==> src/rtl/itpc_pkg.sv <==
// itpc_pkg: shared types, character codes and classifying functions
// for the infix to postfix converter; depends on nothing
package itpc_pkg;

   localparam int SymWidth = 8;

   localparam logic [SymWidth-1:0] CH_PLUS   = 8'h2B;
   localparam logic [SymWidth-1:0] CH_MINUS  = 8'h2D;
   localparam logic [SymWidth-1:0] CH_STAR   = 8'h2A;
   localparam logic [SymWidth-1:0] CH_SLASH  = 8'h2F;
   localparam logic [SymWidth-1:0] CH_CARET  = 8'h5E;
   localparam logic [SymWidth-1:0] CH_LPAREN = 8'h28;
   localparam logic [SymWidth-1:0] CH_RPAREN = 8'h29;
   localparam logic [SymWidth-1:0] CH_SPACE  = 8'h20;
   localparam logic [SymWidth-1:0] CH_TAB    = 8'h09;
   localparam logic [SymWidth-1:0] CH_CR     = 8'h0D;
   localparam logic [SymWidth-1:0] CH_ZERO   = 8'h30;
   localparam logic [SymWidth-1:0] CH_NINE   = 8'h39;
   localparam logic [SymWidth-1:0] CH_UP_A   = 8'h41;
   localparam logic [SymWidth-1:0] CH_UP_Z   = 8'h5A;
   localparam logic [SymWidth-1:0] CH_LO_A   = 8'h61;
   localparam logic [SymWidth-1:0] CH_LO_Z   = 8'h7A;
   localparam logic [SymWidth-1:0] CH_NUL    = 8'h00;

   localparam logic MODE_CHAR = 1'b0;
   localparam logic MODE_END  = 1'b1;

   typedef logic [SymWidth-1:0] sym_type;
   typedef logic [1:0]          prec_type;

   typedef enum logic {
      ST_IDLE,
      ST_BUSY
   } state_type;

   // shift control handed to every stack cell
   typedef struct packed {
      logic push;
      logic pop;
   } stack_ctl_type;

   function automatic prec_type prec_of(input sym_type ch);
      prec_type p;
      p = 2'd0;
      case (ch)
         CH_PLUS, CH_MINUS: p = 2'd1;
         CH_STAR, CH_SLASH: p = 2'd2;
         CH_CARET:          p = 2'd3;
         default:           p = 2'd0;
      endcase
      return p;
   endfunction

   function automatic logic is_blank(input sym_type ch);
      return (ch == CH_SPACE) || ((ch >= CH_TAB) && (ch <= CH_CR));
   endfunction

   function automatic logic is_alnum(input sym_type ch);
      return ((ch >= CH_ZERO) && (ch <= CH_NINE)) ||
             ((ch >= CH_UP_A) && (ch <= CH_UP_Z)) ||
             ((ch >= CH_LO_A) && (ch <= CH_LO_Z));
   endfunction

endpackage

==> src/rtl/itpc_cell.sv <==
// itpc_cell: one entry of the shifting operator stack
// depends on itpc_pkg
module itpc_cell (
   input  logic                    clock,
   input  itpc_pkg::stack_ctl_type ctl,
   input  itpc_pkg::sym_type       from_above,
   input  itpc_pkg::sym_type       from_below,
   output itpc_pkg::sym_type       value
);

   itpc_pkg::sym_type value_ff;
   itpc_pkg::sym_type value_in;

   always_comb begin
      value_in = value_ff;
      if (ctl.push) begin
         value_in = from_above;
      end else if (ctl.pop) begin
         value_in = from_below;
      end
   end

   // payload only, no reset needed
   always_ff @(posedge clock) begin
      value_ff <= value_in;
   end

   assign value = value_ff;

endmodule

==> src/rtl/infix_to_postfix_converter_unit.sv <==
// infix_to_postfix_converter_unit: top level of the shunting-yard converter
// depends on itpc_pkg and itpc_cell
//
//   channel | direction | handshake           | payload
//   req_    | in        | req_valid/req_stall | req_mode, req_symbol
//   rsp_    | out       | rsp_valid/rsp_stall | rsp_out_symbol, rsp_last, rsp_overflow
//
// a beat pops and emits the stack entries it displaces one at a time, then completes
// the stack is a row of cells that shift one place a cycle while pushing or popping, unless a stalled result holds them
// a closing parenthesis drops its matching '(' in its final step, after those pops
// an end beat emits each held entry, then a terminator
// reset is synchronous and empties the stack; cell contents are left as they are
// a stalled result holds the single output register and freezes all progress
module infix_to_postfix_converter_unit #(
   parameter int STACK_DEPTH = 32
) (
   input  logic                    clock,
   input  logic                    reset,
   input  logic                    req_valid,
   output logic                    req_stall,
   input  logic                    req_mode,
   input  logic [7:0]              req_symbol,
   output logic                    rsp_valid,
   input  logic                    rsp_stall,
   output logic [7:0]              rsp_out_symbol,
   output logic                    rsp_last,
   output logic                    rsp_overflow
);

   localparam int CntWidth = $clog2(STACK_DEPTH + 1);

   // control state
   itpc_pkg::state_type state_ff, state_in;
   logic [CntWidth-1:0] cnt_ff, cnt_in;
   logic                rsp_valid_ff, rsp_valid_in;

   // beat held while its pops are in progress
   logic              hold_mode_ff, hold_mode_in;
   itpc_pkg::sym_type hold_sym_ff, hold_sym_in;

   // result register
   itpc_pkg::sym_type rsp_sym_ff, rsp_sym_in;
   logic              rsp_last_ff, rsp_last_in;
   logic              rsp_ovf_ff, rsp_ovf_in;

   // stack cells, cell 0 is the top
   itpc_pkg::sym_type     cell_q [STACK_DEPTH];
   itpc_pkg::stack_ctl_type stack_ctl;

   // step decision
   logic              slot_free;
   logic              accept;
   logic              step_en;
   logic              cur_mode;
   itpc_pkg::sym_type cur_sym;
   itpc_pkg::sym_type top_sym;
   itpc_pkg::sym_type nxt_sym;
   itpc_pkg::prec_type pc, pt, pn;
   logic              is_caret;
   logic              stack_empty, stack_full, cnt_one;
   logic              go_top, go_nxt;
   logic              emit, emit_last, emit_ovf, do_push, do_pop, done;
   itpc_pkg::sym_type emit_sym;

   // result slot is free when empty or being taken this cycle
   assign slot_free = !rsp_valid_ff || !rsp_stall;
   assign req_stall = !((state_ff == itpc_pkg::ST_IDLE) && slot_free);
   assign accept    = req_valid && !req_stall;
   assign step_en   = accept || ((state_ff == itpc_pkg::ST_BUSY) && slot_free);

   // the beat being worked on: fresh from the port or the held copy
   always_comb begin
      if (state_ff == itpc_pkg::ST_IDLE) begin
         cur_mode = req_mode;
         cur_sym  = req_symbol;
      end else begin
         cur_mode = hold_mode_ff;
         cur_sym  = hold_sym_ff;
      end
   end

   assign top_sym     = cell_q[0];
   assign nxt_sym     = cell_q[1];
   assign pc          = itpc_pkg::prec_of(cur_sym);
   assign pt          = itpc_pkg::prec_of(top_sym);
   assign pn          = itpc_pkg::prec_of(nxt_sym);
   assign is_caret    = (cur_sym == itpc_pkg::CH_CARET);
   assign stack_empty = (cnt_ff == '0);
   assign stack_full  = (cnt_ff == CntWidth'(STACK_DEPTH));
   assign cnt_one     = (cnt_ff == CntWidth'(1));

   // does the top pop now, and would the entry below it pop in the following step
   // '^' only pops strictly higher precedence (right associative)
   assign go_top = !stack_empty && ((pt > pc) || ((pt == pc) && !is_caret));
   assign go_nxt = !cnt_one && ((pn > pc) || ((pn == pc) && !is_caret));

   // one step of the shunting-yard algorithm
   always_comb begin
      emit      = 1'b0;
      emit_sym  = itpc_pkg::CH_NUL;
      emit_last = 1'b0;
      emit_ovf  = 1'b0;
      do_push   = 1'b0;
      do_pop    = 1'b0;
      done      = 1'b1;
      if (cur_mode == itpc_pkg::MODE_END) begin
         // flush, then terminator
         emit = 1'b1;
         if (!stack_empty) begin
            emit_sym = top_sym;
            do_pop   = 1'b1;
            done     = 1'b0;
         end else begin
            emit_last = 1'b1;
         end
      end else if (itpc_pkg::is_blank(cur_sym)) begin
         done = 1'b1;
      end else if (itpc_pkg::is_alnum(cur_sym)) begin
         emit      = 1'b1;
         emit_sym  = cur_sym;
         emit_last = 1'b1;
      end else if (cur_sym == itpc_pkg::CH_LPAREN) begin
         if (stack_full) begin
            emit      = 1'b1;
            emit_last = 1'b1;
            emit_ovf  = 1'b1;
         end else begin
            do_push = 1'b1;
         end
      end else if (cur_sym == itpc_pkg::CH_RPAREN) begin
         if (stack_empty) begin
            done = 1'b1;
         end else if (top_sym == itpc_pkg::CH_LPAREN) begin
            // matching parenthesis is dropped silently
            do_pop = 1'b1;
         end else begin
            emit      = 1'b1;
            emit_sym  = top_sym;
            emit_last = cnt_one || (nxt_sym == itpc_pkg::CH_LPAREN);
            do_pop    = 1'b1;
            done      = 1'b0;
         end
      end else begin
         if (go_top) begin
            // the push that follows yields nothing, so the final pop is last
            emit      = 1'b1;
            emit_sym  = top_sym;
            emit_last = !go_nxt;
            do_pop    = 1'b1;
            done      = 1'b0;
         end else if (stack_full) begin
            emit      = 1'b1;
            emit_last = 1'b1;
            emit_ovf  = 1'b1;
         end else begin
            do_push = 1'b1;
         end
      end
   end

   assign stack_ctl.push = step_en && do_push;
   assign stack_ctl.pop  = step_en && do_pop;

   // next state
   always_comb begin
      state_in = state_ff;
      case (state_ff)
         itpc_pkg::ST_IDLE: begin
            if (accept && !done) begin
               state_in = itpc_pkg::ST_BUSY;
            end
         end
         itpc_pkg::ST_BUSY: begin
            if (step_en && done) begin
               state_in = itpc_pkg::ST_IDLE;
            end
         end
         default: state_in = itpc_pkg::ST_IDLE;
      endcase
   end

   // datapath and result register next values
   always_comb begin
      cnt_in       = cnt_ff;
      hold_mode_in = hold_mode_ff;
      hold_sym_in  = hold_sym_ff;
      rsp_valid_in = rsp_valid_ff;
      rsp_sym_in   = rsp_sym_ff;
      rsp_last_in  = rsp_last_ff;
      rsp_ovf_in   = rsp_ovf_ff;
      if (accept) begin
         hold_mode_in = req_mode;
         hold_sym_in  = req_symbol;
      end
      if (stack_ctl.push) begin
         cnt_in = cnt_ff + CntWidth'(1);
      end else if (stack_ctl.pop) begin
         cnt_in = cnt_ff - CntWidth'(1);
      end
      if (!rsp_stall) begin
         rsp_valid_in = 1'b0;
      end
      if (step_en && emit) begin
         rsp_valid_in = 1'b1;
         rsp_sym_in   = emit_sym;
         rsp_last_in  = emit_last;
         rsp_ovf_in   = emit_ovf;
      end
   end

   always_ff @(posedge clock) begin
      if (reset) begin
         state_ff     <= itpc_pkg::ST_IDLE;
         cnt_ff       <= '0;
         rsp_valid_ff <= 1'b0;
      end else begin
         state_ff     <= state_in;
         cnt_ff       <= cnt_in;
         rsp_valid_ff <= rsp_valid_in;
      end
   end

   always_ff @(posedge clock) begin
      hold_mode_ff <= hold_mode_in;
      hold_sym_ff  <= hold_sym_in;
      rsp_sym_ff   <= rsp_sym_in;
      rsp_last_ff  <= rsp_last_in;
      rsp_ovf_ff   <= rsp_ovf_in;
   end

   // row of cells: push shifts down from the new symbol, pop shifts up
   for (genvar i = 0; i < STACK_DEPTH; i++) begin : g_cell
      itpc_pkg::sym_type above, below;
      if (i == 0) begin : g_top
         assign above = cur_sym;
      end else begin : g_mid_above
         assign above = cell_q[i-1];
      end
      if (i == STACK_DEPTH - 1) begin : g_bottom
         assign below = itpc_pkg::CH_NUL;
      end else begin : g_mid_below
         assign below = cell_q[i+1];
      end
      itpc_cell u_cell (
         .clock      (clock),
         .ctl        (stack_ctl),
         .from_above (above),
         .from_below (below),
         .value      (cell_q[i])
      );
   end

   assign rsp_valid      = rsp_valid_ff;
   assign rsp_out_symbol = rsp_sym_ff;
   assign rsp_last       = rsp_last_ff;
   assign rsp_overflow   = rsp_ovf_ff;

endmodule
==> config.mk <==
export PLATFORM = sky130hd
export DESIGN_NAME = infix_to_postfix_converter_unit
export DESIGN_NICKNAME = d
export VERILOG_FILES = /design/src/rtl/itpc_pkg.sv /design/src/rtl/itpc_cell.sv /design/src/rtl/infix_to_postfix_converter_unit.sv
export SDC_FILE = /design/constraint.sdc
export NUM_CORES = 1
export LEC_CHECK = 0
export BUFFER_PORTS_ARGS = -buffer_cell sky130_fd_sc_hd__buf_2
export CAP_MARGIN = 20
export CORE_AREA = 2 2 173 175
export CTS_CLUSTER_DIAMETER = 50
export CTS_CLUSTER_SIZE = 30
export DETAILED_ROUTE_END_ITERATION = 10
export DIE_AREA = 0 0 175 177
export PLACE_DENSITY_LB_ADDON = 0.25
export SLEW_MARGIN = 25
export SYNTH_ARGS = -nofsm -noshare
export SYNTH_HDL_FRONTEND = slang
export SYNTH_SLANG_ARGS = --single-unit
export TNS_END_PERCENT = 50
==> constraint.sdc <==
create_clock -name clock -period 23.3 [get_ports clock]
set_input_delay 0 -clock clock [delete_from_list [all_inputs] [get_ports clock]]
set_output_delay 0 -clock clock [all_outputs]
set_load 0.005 [all_outputs]
==> run_results.csv, run 1 <==
group,metric,value,unit
logic_synthesis,syn_avg_cell_area,10.1,um2
grt,top_usage_layer,"met2",
critical_path,end_kind,"flip-flop",
floorplanning,io_pins,25,
clock_tree,cts_setup_buffers,0,
logic_synthesis,ys_async_sr_fraction,0,%
critical_path,worstSetupPathType,"flip-flop to flip-flop",
sta,finalCriticalPeriod,5.48,ns
drt,ant_nets,0,
grt,met1_usage,21.1,%
logic_synthesis,netlist_instances,1284,
floorplanning,core,29200,um2
sta,max_freq,0.182,GHz
sta,setup_tns,0,ns
final_layout,stdcell_area,14500,um2
sta,timing.final.crit_share,23.5,%
logic_synthesis,yosysSeqAreaShare,64.8,%
grt,overflow,0,
place,port_buffers,24,
logic_synthesis,synth_top_area_cell,"edfxtp_1",
logic_synthesis,yosys_register_bits,283,
clock_tree,cts.sinks,283,
hold_path,hold_path_class,"input port to flip-flop",
clock_tree,clk_pin_slew,0.06,ns
final_layout,synthToLayoutAreaGrowth,11.5,%
grt,grt_pass1_vias,7832,
place,dpl_cell_area,13300,um2
place,place_congestion,0.825,
clock_tree,cts_inserted_buffers,30,
floorplanning,die_h,177,um
logic_synthesis,synth-edff-count,275,
drt,dr.first_iter.drc_count,712,
drt,wl,22200,um
floorplanning,rows,63,
drt,dr_total_vias,8468,
clock_tree,clockBufferDepth,3,
floorplanning,start_util,44.4,%
final_layout,antenna_cells,0,
critical_path,worstPathRequired,23.56,ns
floorplanning,fp.dieArea,31000,um2
sta,final_hold_viol_count,0,
grt,grt_max_degree,249,
logic_synthesis,synthesis.area,13000,um2
logic_synthesis,yosys_warnings,0,
drt,dr.pass1.iters,6,
power,leakage,6.01,nW
place,dp_hpwl,12300,um
grt,antenna_found_initial,0,
power,peakVddDrop,125,uV
grt,grt_pass1_wl,37600,um
logic_synthesis,synthTopCellsByArea,"edfxtp_1, nand2_1, buf_6",
floorplanning,die_w,175,um
grt,met3_usage,2.15,%
power,power_density,170,nW/um2
clock_tree,htreeDepth,1,
run_status,status,"finished, final reports clean",
logic_synthesis,synth_ff_type,"edfxtp_1",
drt,wl_per_cell,12.9,um
run,maxCapViolations,0,
clock_tree,cts_tree,"done",
critical_path,r2r-start,"state_ff$_SDFF_PP0_",
drt,drc_errors,0,
critical_path,start_kind,"flip-flop",
drt,vias_per_cell,4.93,
final_layout,nets,1323,
hold_path,min-delay-start,"req_mode",
sta,maxSlewHeadroom,43.6,%
logic_synthesis,ys_types,61,
final_layout,drive_gt1_share,7.54,%
critical_path,critPathLaunch,"state_ff$_SDFF_PP0_",
grt,use_met2,22.0,%
logic_synthesis,yosysTopAreaCellShare,63.5,%
clock_tree,worstSkewPairLatency,0.56,ns
sta,clock_skew,0.0201,ns
grt,grt_use_total,14.3,%
sta,finalSetupViolations,0,
logic_synthesis,synth_fp_nets,1305,
sta,drv_slew,0,
critical_path,worstPathArrival,5.75,ns
sta,rsz0062_at_grt,"no",
critical_path,cp_max_fo,105,
sta,tightest_slew,0.846,ns
clock_tree,clockRootBuffer,"clkbuf_16",
cells by family after synthesis:
kind of cell | count (synthesis) | share of synthesized area [%]
DFF | 283 | 64.8
buffers and inverters | 71 | 3.69
adders and majority gates | 8 | 0.770
muxes | 16 | 1.34
AOI/OAI and AO/OA | 74 | 3.94
and+or+nand+nor | 830 | 25.4
xor gates and xnor gates | 2 | 0.135
worst max-delay path: stages, from the launching register on:
cell and delay (ns):
dfxtp_2 0.70, or4b_4 0.56, a22oi_4 0.23, nand2_1 0.08, o21bai_1 0.19, ha_1 0.17, inv_1 0.04, a21boi_0 0.16
o21ai_0 0.12, o21a_1 0.21, o211ai_2 0.30, or2_4 0.66, buf_4 0.80, buf_6 0.66, o21ai_0 0.17
cells in the final DEF (no fill, tap or decap), drive strengths merged, types with 3 or more instances in the layout:
cell           n
nor2b          3
a22oi          3
nor4           3
buf           32
nor2          19
mux2i         11
and2          10
dlygate4sd3   14
dfxtp          8
ha             8
mux2           5
nand2b         4
nor3           9
o21a           3
nor4bb         5
bufinv         3
a31oi          3
edfxtp       275
clkinv         9
clkbuf        32
clkinvlp       3
nand3          7
nand4          4
a21oi         13
inv           20
o21ai         29
a21boi         3
nand2        753
o22ai          3
power by group:
part           switching [mW]  total (mW)  internal, mW
sequential              0.150        1.20          1.05
combinational           0.529       0.772         0.243
clock                   0.210       0.492         0.282
state kept, by name, indices dropped and copies added (netlist names):
register             count
cnt_ff                   6
g_cell.u_cell.value    256
hold_mode_ff             1
hold_sym_ff              8
rsp_last                 1
rsp_out_symbol           8
rsp_overflow             1
rsp_valid                1
state_ff                 1
layer usage:
layer | share of wire (%) | vias up | wire, um
met5 | 0 | - | 0
met2 | 45 | 107 | 9880
li1 | - | 4336 | -
met1 | 50 | 3993 | 11100
met3 | 3.3 | 32 | 737
met4 | 2.1 | 0 | 476
timing repair:
action / 4_1_cts / 5_1_grt
endpoints found under the setup margin: 0 / 0
hold buffers: 14 / 0
gates resized for setup: 0 / 0
hold endpoints to repair: 33 / 0
final cells by class:
class | count | area, um2
Sequential cell | 283 | 8420
Clock inverter | 24 | 250
Multi-Input combinational cell | 930 | 4120
Clock buffer | 32 | 779
Tap cell | 390 | 488
Fill cell | 2661 | 14800
Timing Repair Buffer | 46 | 389
Inverter | 11 | 41.3
worst paths after layout:
path	to	slack, ns	depth (start not counted)
setup / recovery	g_cell[2].u_cell.value[0]$_DFFE_PP_	17.82	14
hold / removal	hold_mode_ff$_DFFE_PP_	0.20	2
setup reg to reg	g_cell[2].u_cell.value[0]$_DFFE_PP_	17.82	14
hold reg to reg	g_cell[30].u_cell.value[6]$_DFFE_PP_	0.51	2
through the flow:
step | instances | power [mW] | hold slack (ns) | util (%) | worst slack, ns
2_1_floorplan | 1284 | 1.96 | 0.0989 | - | 8.88
3_3_place_gp | 1644 | 1.96 | 0.206 | 45.3 | 17.26
3_5_place_dp | 1644 | 1.98 | 0.206 | 45.3 | 17.20
4_1_cts | 1714 | 2.48 | 0.145 | 49.3 | 17.18
5_1_grt | 1716 | 2.66 | 0.193 | 49.5 | 17.30
6_report | 1716 | 2.46 | 0.200 | 49.5 | 17.82
cells in the mapped netlist, types with 3 or more instances:
library cell,instances
a21boi_0,3
a21oi_1,12
a31oi_1,3
and2_1,10
buf_2,17
buf_6,23
clkbuf_1,17
dfxtp_1,8
edfxtp_1,275
ha_1,8
inv_1,10
mux2i_1,10
nand2_1,753
nand2b_1,4
nand3_1,7
nand4_1,4
nor2_1,18
nor2b_1,3
nor3_1,9
nor4_1,3
nor4bb_1,5
o21a_1,3
o21ai_0,25
o22ai_1,3
Note: power is estimated with default switching activity, not from simulation.
==> run 2, diff against run 1 <==
Clock period 23.3 ns to 4.4 ns, I/O delays scaled along.
==> run 2 against run 1 <==
Setup slack got worse by 17 ns. First-iteration DRC count grew 0.98%. Via count grew 1.3%. Critical path depth is the same. Clock skew fell by 0.0050 ns. Register-to-register slack worse by 17 ns. Clock power increased to 5.5 times the previous value. Global-route usage up 0.62 points. Utilization up 0.68 points. Non-clock buffer count increased by 11. Routed wire length up 2.7%.
==> run_results.csv, run 2 (same netlist as run 1, synthesis figures left out) <==
group,metric,value,unit
power,power_density,910,nW/um2
clock_tree,cts_inserted_buffers,31,
critical_path,rrSetupSlack,0.50,ns
critical_path,end_kind,"flip-flop",
critical_path,crit_top_cell,"buf_4",
critical_path,reg2reg_depth,14,
hold_path,min-delay-start,"req_mode",
floorplanning,fp.dieArea,31000,um2
critical_path,cp_max_fo,22,
place,place_ws,0.519,ns
critical_path,max_stage_delay,0.57,ns
drt,drc_errors,0,
drt,ant_nets,0,
critical_path,worstPathRequired,4.62,ns
drt,vias_per_cell,4.96,
sta,max_freq,0.256,GHz
final_layout,nets,1335,
final_layout,drive_gt1_share,8.59,%
critical_path,start_kind,"flip-flop",
place,dp_hpwl,13300,um
floorplanning,start_util,44.4,%
critical_path,r2r-start,"state_ff$_SDFF_PP0_",
grt,grt_use_total,14.9,%
sta,drv_slew,0,
sta,layout_setup_ws,0.500,ns
clock_tree,cts.sinks,283,
floorplanning,die_w,175,um
sta,maxSlewHeadroom,48.6,%
final_layout,largest_reg_flops,256,
sta,rsz0062_at_grt,"no",
power,p_clk_share,20.3,%
sta,hold_ws,0.199,ns
critical_path,worstSetupPathType,"flip-flop to flip-flop",
floorplanning,io_pins,25,
drt,dr.first_iter.drc_count,719,
final_layout,antenna_cells,0,
run,maxCapViolations,0,
power,p_sw_share,36.0,%
power,p_comb_share,32.5,%
critical_path,critPathBufInv,3,
critical_path,crit_path_top_delay_cell,"or4_4",
sta,tightest_slew,0.768,ns
clock_tree,clockRootBuffer,"clkbuf_16",
critical_path,worstPathArrival,4.12,ns
drt,wl,22800,um
power,power,13.4,mW
clock_tree,cts_setup_buffers,0,
clock_tree,worstSkewPairLatency,0.56,ns
clock_tree,clockBufferDepth,3,
clock_tree,cts_tree,"done",
final_layout,fillers,2621,
sta,clock_skew,0.0151,ns
sta,setup_tns,0,ns
hold_path,hold_path_class,"input port to flip-flop",
power,leakage,6.11,nW
power,p_switching,4.81,mW
power,internal-power,8.55,mW
clock_tree,htreeDepth,1,
drt,wl_per_cell,13.2,um
run_status,status,"finished, final reports clean",
grt,grt_max_degree,183,
grt,overflow,0,
final_layout,multi_input_comb_area,4120,um2
final_layout,final_common_cell,"nand2_1",
sta,finalSetupViolations,0,
grt,grt_pass1_wl,39400,um
clock_tree,clk_pin_slew,0.06,ns
hold_path,hold_end,"hold_mode_ff$_DFFE_PP_",
sta,finalCriticalPeriod,3.90,ns
sta,timing.final.crit_share,88.6,%
grt,grt_pass1_vias,8263,
grt,antenna_found_initial,0,
place,place_congestion,0.836,
critical_path,r2r_end,"g_cell[26].u_cell.value[3]$_DFFE_PP_",
floorplanning,core,29200,um2
drt,dr.pass1.iters,5,
critical_path,critPathTopFamily,"compound AO/OA/AOI/OAI gates",
final_layout,synthToLayoutAreaGrowth,13.0,%
place,port_buffers,24,
floorplanning,die_h,177,um
drt,dr_total_vias,8576,
final_layout,seq_area,8420,um2
sta,final_hold_viol_count,0,
final_layout,mostFrequentLayoutCells,"nand2_1, edfxtp_1, clkbuf_16",
hold_path,min_delay_path_depth,2,
power,peakVddDrop,559,uV
critical_path,cp_cell_sequence,"buf_4, or4_4, a22oi_4, nand2_1, o21bai_1, ha_1, inv_1, a21boi_1, o21ai_1, o21a_1, o211ai_2, or2_4, o21ai_4, buf_4",
floorplanning,rows,63,
power,p_seq_share,47.2,%
## run 2: how the worst max path moves through the flow
stage,slack (ns),from,endpoint,depth (start not counted)
floorplan,-2.46,hold_sym_ff[4]$_DFFE_PP_,g_cell[0].u_cell.value[0]$_DFFE_PP_,11
global placement,0.56,state_ff$_SDFF_PP0_,g_cell[26].u_cell.value[3]$_DFFE_PP_,14
detailed placement,0.52,state_ff$_SDFF_PP0_,g_cell[1].u_cell.value[3]$_DFFE_PP_,14
CTS,0.50,state_ff$_SDFF_PP0_,g_cell[2].u_cell.value[0]$_DFFE_PP_,14
global route,0.22,state_ff$_SDFF_PP0_,g_cell[1].u_cell.value[3]$_DFFE_PP_,13
finish,0.50,state_ff$_SDFF_PP0_,g_cell[26].u_cell.value[3]$_DFFE_PP_,14
## run 2: routing by layer
layer | up-vias | track usage [%] | wire length (um)
li1 | 4361 | - | -
met1 | 4049 | 21.2 | 11400
met2 | 132 | 23.6 | 10000
met3 | 34 | 2.36 | 870
met4 | 0 | 4.48 | 514
met5 | - | 0 | 0
## run 2: final cells by class
class,instances,area share [%]
Clock buffer,31,5.28
Tap cell,390,3.32
Multi-Input combinational cell,930,28.0
Timing Repair Buffer,57,3.60
Sequential cell,283,57.3
Inverter,11,0.281
Clock inverter,26,2.15
## run 2: power groups by stage
stage	Clock (mW)	Sequential, mW	Combinational, mW
floorplan	0	6.42	3.33
global placement	0	6.31	4.28
detailed placement	0	6.34	4.39
CTS	2.79	6.31	4.42
global route	2.90	6.51	5.02
finish	2.71	6.30	4.34
## run 2: worst reg2reg max path, delay by kind of cell, from the launching register on
kind            cells  cell delay, ns
simple gates        3            0.98
flops               1            0.37
compound gates      7            1.25
fa+ha+maj           1            0.27
buf+inv             3            0.69
## run 2: what timing repair did
item                                   4_1_cts  5_1_grt
hold buffers                                14        0
resized for setup                            0        0
endpoints found under the hold margin       27        0
## run 2: stage by stage
step           std cells  util, %  instance area [um2]
2_1_floorplan       1284        -                13000
3_3_place_gp        1657     46.0                13500
3_5_place_dp        1657     46.0                13500
4_1_cts             1728     50.2                14700
5_1_grt             1728     50.2                14700
6_report            1728     50.2                14700
